### src/rtl/spq_pkg.sv
// ----------------------------------------------------------------------------
// spq_pkg
// Shared types and constants for the sorted priority queue and its cells.
// ----------------------------------------------------------------------------
package spq_pkg;

  // Number of cells in the chain, which is the queue capacity
  localparam int DEPTH = 8;
  // Width of the fill count, able to hold DEPTH itself
  localparam int CNT_W = $clog2(DEPTH + 1);

  localparam int ID_W    = 16;
  localparam int PRI_W   = 8;
  localparam int ECOUNT_W = 4;

  // Operation codes carried on in_kind
  localparam logic KIND_ENQ = 1'b0;
  localparam logic KIND_DEQ = 1'b1;

  // One held entry
  typedef struct packed {
    logic [ID_W-1:0]  id;
    logic [PRI_W-1:0] pri;
  } entry_t;

  // Chain-wide command broadcast to every cell
  typedef struct packed {
    logic enq;  // insert the new entry in sorted place
    logic deq;  // shift every entry one cell toward the head
  } cell_ctl_t;

endpackage

### src/rtl/spq_cell.sv
// ----------------------------------------------------------------------------
// spq_cell
// One slot of the sorted chain: keeps its entry, takes the new entry, or
// takes a neighbor's entry, depending on where the new entry belongs.
// ----------------------------------------------------------------------------
module spq_cell
  import spq_pkg::*;
(
  input  logic      clk,
  input  cell_ctl_t ctl,
  input  logic      occupied,    // this cell holds a live entry
  input  entry_t    new_entry,   // entry being enqueued
  input  entry_t    left_entry,  // neighbor toward the head (index - 1)
  input  logic      left_stay,   // neighbor keeps its entry on enqueue
  input  entry_t    right_entry, // neighbor toward the back (index + 1)
  output entry_t    entry,
  output logic      stay
);

  entry_t entry_r;
  entry_t entry_nxt;

  // Keep the entry when it is live and not served after the new one
  assign stay = occupied && (entry_r.pri <= new_entry.pri);

  // Pick the next content of this slot
  always_comb begin
    entry_nxt = entry_r;
    if (ctl.deq) begin
      entry_nxt = right_entry;
    end else if (ctl.enq && !stay) begin
      if (left_stay) begin
        entry_nxt = new_entry;
      end else begin
        entry_nxt = left_entry;
      end
    end
  end

  // Hold payload; no reset needed
  always_ff @(posedge clk) begin
    entry_r <= entry_nxt;
  end

  assign entry = entry_r;

endmodule

### src/rtl/sorted_priority_queue.sv
// ----------------------------------------------------------------------------
// sorted_priority_queue
// Bounded priority queue kept sorted in a chain of cells, smallest priority
// at the head, equal priorities in arrival order.
// ----------------------------------------------------------------------------
// Usage: a transaction is taken at each rising edge with start high and busy
// low; busy is high only during reset and until the first rising edge after
// it, so from then on one transaction is taken every cycle. Its result
// appears on the out_ ports for exactly one cycle, in the cycle after
// acceptance, marked by out_valid, and cannot be held off.
// Every cell compares its priority with the new entry in parallel and moves
// one step, so an enqueue or a dequeue updates every cell at once whatever the
// fill level. An enqueue on a full queue or a dequeue on an empty one returns
// out_rejected with zero entry fields. out_entry_count carries the low four
// bits of the fill count after the transaction.
// ----------------------------------------------------------------------------
module sorted_priority_queue
  import spq_pkg::*;
(
  input  logic                clk,
  input  logic                rst_n,
  input  logic                start,
  output logic                busy,
  input  logic                in_kind,
  input  logic [ID_W-1:0]     in_new_patient_id,
  input  logic [PRI_W-1:0]    in_new_priority,
  output logic                out_valid,
  output logic [ID_W-1:0]     out_patient_id,
  output logic [PRI_W-1:0]    out_priority,
  output logic                out_served,
  output logic                out_rejected,
  output logic [ECOUNT_W-1:0] out_entry_count
);

  logic [CNT_W-1:0] count_r, count_nxt;
  logic             busy_r;
  logic             valid_r;
  entry_t           res_r, res_nxt;
  logic             served_r, served_nxt;
  logic             rejected_r, rejected_nxt;

  logic       accept;
  logic       full;
  logic       empty;
  cell_ctl_t  ctl;
  entry_t     new_entry;
  entry_t     cell_entry [DEPTH];
  logic       cell_stay  [DEPTH];

  assign accept = start && !busy_r;
  assign full   = (count_r == CNT_W'(DEPTH));
  assign empty  = (count_r == '0);

  assign new_entry.id  = in_new_patient_id;
  assign new_entry.pri = in_new_priority;

  // Broadcast the command; drop it when it cannot complete
  assign ctl.enq = accept && (in_kind == KIND_ENQ) && !full;
  assign ctl.deq = accept && (in_kind == KIND_DEQ) && !empty;

  // Build the chain
  for (genvar i = 0; i < DEPTH; i++) begin : g_cell
    entry_t left_e;
    logic   left_s;
    entry_t right_e;

    if (i == 0) begin : g_head
      assign left_e = new_entry;
      assign left_s = 1'b1;
    end else begin : g_body
      assign left_e = cell_entry[i-1];
      assign left_s = cell_stay[i-1];
    end

    if (i == DEPTH - 1) begin : g_tail
      assign right_e = cell_entry[i];
    end else begin : g_inner
      assign right_e = cell_entry[i+1];
    end

    spq_cell u_cell (
      .clk         (clk),
      .ctl         (ctl),
      .occupied    (CNT_W'(i) < count_r),
      .new_entry   (new_entry),
      .left_entry  (left_e),
      .left_stay   (left_s),
      .right_entry (right_e),
      .entry       (cell_entry[i]),
      .stay        (cell_stay[i])
    );
  end

  // Next fill count and result fields
  always_comb begin
    count_nxt    = count_r;
    res_nxt      = '0;
    served_nxt   = 1'b0;
    rejected_nxt = 1'b0;
    if (accept) begin
      case (in_kind)
        KIND_ENQ: begin
          if (full) begin
            rejected_nxt = 1'b1;
          end else begin
            count_nxt = count_r + CNT_W'(1);
          end
        end
        KIND_DEQ: begin
          if (empty) begin
            rejected_nxt = 1'b1;
          end else begin
            count_nxt  = count_r - CNT_W'(1);
            res_nxt    = cell_entry[0];
            served_nxt = 1'b1;
          end
        end
        default: begin
          rejected_nxt = 1'b1;
        end
      endcase
    end
  end

  // Hold control state and the result register
  always_ff @(posedge clk) begin
    if (!rst_n) begin
      count_r    <= '0;
      busy_r     <= 1'b1;
      valid_r    <= 1'b0;
      served_r   <= 1'b0;
      rejected_r <= 1'b0;
    end else begin
      count_r    <= count_nxt;
      busy_r     <= 1'b0;
      valid_r    <= accept;
      served_r   <= served_nxt;
      rejected_r <= rejected_nxt;
    end
  end

  always_ff @(posedge clk) begin
    res_r <= res_nxt;
  end

  assign busy            = busy_r;
  assign out_valid       = valid_r;
  assign out_patient_id  = res_r.id;
  assign out_priority    = res_r.pri;
  assign out_served      = served_r;
  assign out_rejected    = rejected_r;
  assign out_entry_count = ECOUNT_W'(count_r);

endmodule

### config.mk
export PLATFORM = sky130hd
export DESIGN_NAME = sorted_priority_queue
export DESIGN_NICKNAME = d
export VERILOG_FILES = /design/src/rtl/spq_pkg.sv /design/src/rtl/spq_cell.sv /design/src/rtl/sorted_priority_queue.sv
export SDC_FILE = /design/constraint.sdc
export NUM_CORES = 1
export LEC_CHECK = 0
export ABC_AREA = 1
export ABC_CLOCK_PERIOD_IN_PS = 6420
export BUFFER_PORTS_ARGS = -buffer_cell sky130_fd_sc_hd__buf_2
export CAP_MARGIN = 10
export CORE_UTILIZATION = 60
export CTS_CLUSTER_SIZE = 24
export DETAILED_ROUTE_END_ITERATION = 16
export PLACE_DENSITY = 0.76
export SLEW_MARGIN = 30
export SYNTH_ARGS = -nofsm -noshare
export SYNTH_HDL_FRONTEND = slang
export SYNTH_SLANG_ARGS = --single-unit
### constraint.sdc
create_clock -name clk -period 6.42 [get_ports clk]
set_clock_uncertainty 0.2 [all_clocks]
set_input_delay 0.642 -clock clk [delete_from_list [all_inputs] [get_ports clk]]
set_output_delay 0.642 -clock clk [all_outputs]
set_load 0.1 [all_outputs]
==> results.cfg <==
[placed_design]
dp_cells = 1895
globalplace.congestion = 0.836
port_buffers = 59
hpwl_um = 20700
dp_worst_setup_slack_ns = 2.38

[sta]
max_freq_mhz = 268
rsz0062_at_grt = false
hold_viol_final = 0
final.min_clock_period_ns = 3.73
tightest_slew_ns = 0.946
setup_viol = 0
setup_slack_ns = 2.69
finalMaxSlewViolations = 0
tns_ns = 0
maxSlewHeadroom_pct = 36.9
period_share_pct = 58.1

[yosys]
ys_ff_latch = 224
synthTopCellsByArea = edfxtp_1 44%, nand2_1 17%, nand3_1 12%, ha_1 6.4%, inv_1 5.6%
yosys.area.top_type = edfxtp_1
syn_inst = 1628
synth.avg_cell_area_um2 = 7.99
synth.distinct_cells = 30
yosysSeqAreaShare_pct = 49.3
yosysWarnings = 0
yosysTopAreaCellShare_pct = 44.3
syn_nets = 1723
syn-cell-area_um2 = 13000

[layout]
layout.cells.most_common_list = 585 x nand2_1, 317 x nand3_1, 195 x inv_1, 192 x edfxtp_1, 67 x ha_1
area_growth_pct = 8.97
drive_gt1_share_pct = 8.04
mostFrequentLayoutCell = nand2_1
nFillCells = 1779
layout.cells.non_filler = 1941
nets = 1742
insertedDiodeCount = 0

[min_path]
hp-class = in -> reg
worstHoldStart = rst_n
whs_path_depth = 3
min_to = out_entry_count[3]

[job]
maxCapViolations = 0

[worst_setup_path]
critPathCaptureType = register
r2r-start = out_entry_count[0]
regToRegSetupSlack_ns = 2.69
crit_path_start_kind = register
worst-path-max-fanout = 97
r2r-end = g_cell[6].u_cell.entry[20]
arrival_ns = 3.94
reg2reg_depth = 9
cp.required_ns = 6.63
critPathKind = reg -> reg

[floorplan]
fp.dieW_um = 149
fp-row-count = 53
die_h_um = 149
die_area_um2 = 22300
start_util_pct = 61.5
pin_count = 60
fp.coreArea_um2 = 21200

[cts]
ctsHtreeMaxLevel = 1
cts_setup_buffers = 0
cts_resized = 0
cts_tree = yes
numCtsBuffers = 25
cts_sinks = 224
path_clk_slew_ns = 0.06
cts_root_buffer = clkbuf_16
clk_latency_ns = 0.54
cts_hold_buf = 0
ctsLongestPathBuffers = 3

[route]
first_iter_violations = 988
drt_pass1_iterations = 5
totalWireLength_um = 29100
num_vias = 10500
drtAntennaViolNets = 0
via_per_inst = 5.41
drc_errors = 0
wire_per_inst_um = 15.0

[global_routing]
grt_max_degree = 110
antenna_found_initial = 0
grt_pass1_vias = 9605
grt_pass1_wl_um = 48300
gr-usage-all-layers_pct = 26.8
grt_overflow = 0

[pwr]
peakVddDrop_uv = 260
pwr_density_cell_nw_per_um2 = 260
cellLeakagePower_nw = 6.82
finalPower_w = 0.00369

[run_status]
outcome = finished, final reports clean
## layout make-up
type	instances	area (µm²)	area share (%)
Clock buffer	36	717	5.06
Clock inverter	10	86.3	0.609
Inverter	204	771	5.44
Multi-Input combinational cell	1115	5410	38.2
Sequential cell	224	6410	45.2
Tap cell	275	344	2.43
Timing Repair Buffer	77	430	3.04
## power breakdown
part	switching, W	total, W	internal (W)
Clock	0.000586	0.00140	0.000817
Combinational	0.000404	0.000563	0.000159
Sequential	0.0000376	0.00172	0.00168
Total	0.00103	0.00369	0.00266
## cell usage after synthesis (all sizes together)
library cell and n:
nor2 54, a21boi 1, o31ai 1, inv 196
buf 63, nand2 595, xor2 1, nand4 8
clkbuf 22, clkinv 8, nor3 2, edfxtp 192
dfxtp 32, o21ai 33, a21o 6, a31oi 6
a21oi 22, ha 67, nand3b 1, nand3 317
or2 1
## sequential cells by signal, summed over array words and instances, names as in the netlist
name	count
g_cell.u_cell.entry	192
out_entry_count	4
out_served	1
out_patient_id	16
out_rejected	1
busy	1
out_priority	8
out_valid	1
## logic make-up (layout without fill, tap and decap cells)
group	count (synthesis)	in the layout	synth area share, %
and+or+nand+nor	978	978	31.8
buffers and inverters	289	327	9.43
DFF	224	224	49.3
AOI/OAI and AO/OA	69	69	2.95
adders and majority gates	67	67	6.45
xor gates and xnor gates	1	1	0.0674
## worst max-delay path by stage
stage / end / start / slack, ns
after floorplan: g_cell[7].u_cell.entry[0] / out_entry_count[0] / 2.09
after global placement: g_cell[6].u_cell.entry[17] / in_new_priority[1] / 2.42
after detailed placement: g_cell[6].u_cell.entry[17] / in_new_priority[1] / 2.38
after CTS: g_cell[3].u_cell.entry[16] / out_entry_count[0] / 2.72
after global routing: g_cell[6].u_cell.entry[1] / out_entry_count[0] / 2.41
final: g_cell[6].u_cell.entry[20] / out_entry_count[0] / 2.69
## through the flow
stage | cell area (µm²) | hold slack [ns] | utilization, %
after floorplan | 13000 | 0.251 | -
after global placement | 13400 | 0.259 | 63.2
after detailed placement | 13400 | 0.266 | 63.2
after CTS | 14200 | 0.158 | 67.0
after global routing | 14200 | 0.206 | 67.0
final | 14200 | 0.178 | 67.0
## per-layer routing
layer  routed length [µm]  vias to the layer above  track usage (%)
li1                     -                     5348                -
met1                13900                     4750             41.2
met2                12800                      367             41.0
met3                 2110                       28             2.94
met4                  336                        0             5.20
met5                    0                        -                0
## critical path: stages, from the launching register on
cell	delay [ns]
dfxtp_1	0.40
inv_1	0.12
ha_1	0.32
nand2_4	0.32
nand2_2	0.14
nor2_4	0.16
buf_4	0.70
buf_4	0.87
nand2_1	0.14
nand2_1	0.12
Note: power is estimated with default switching activity, not from simulation.
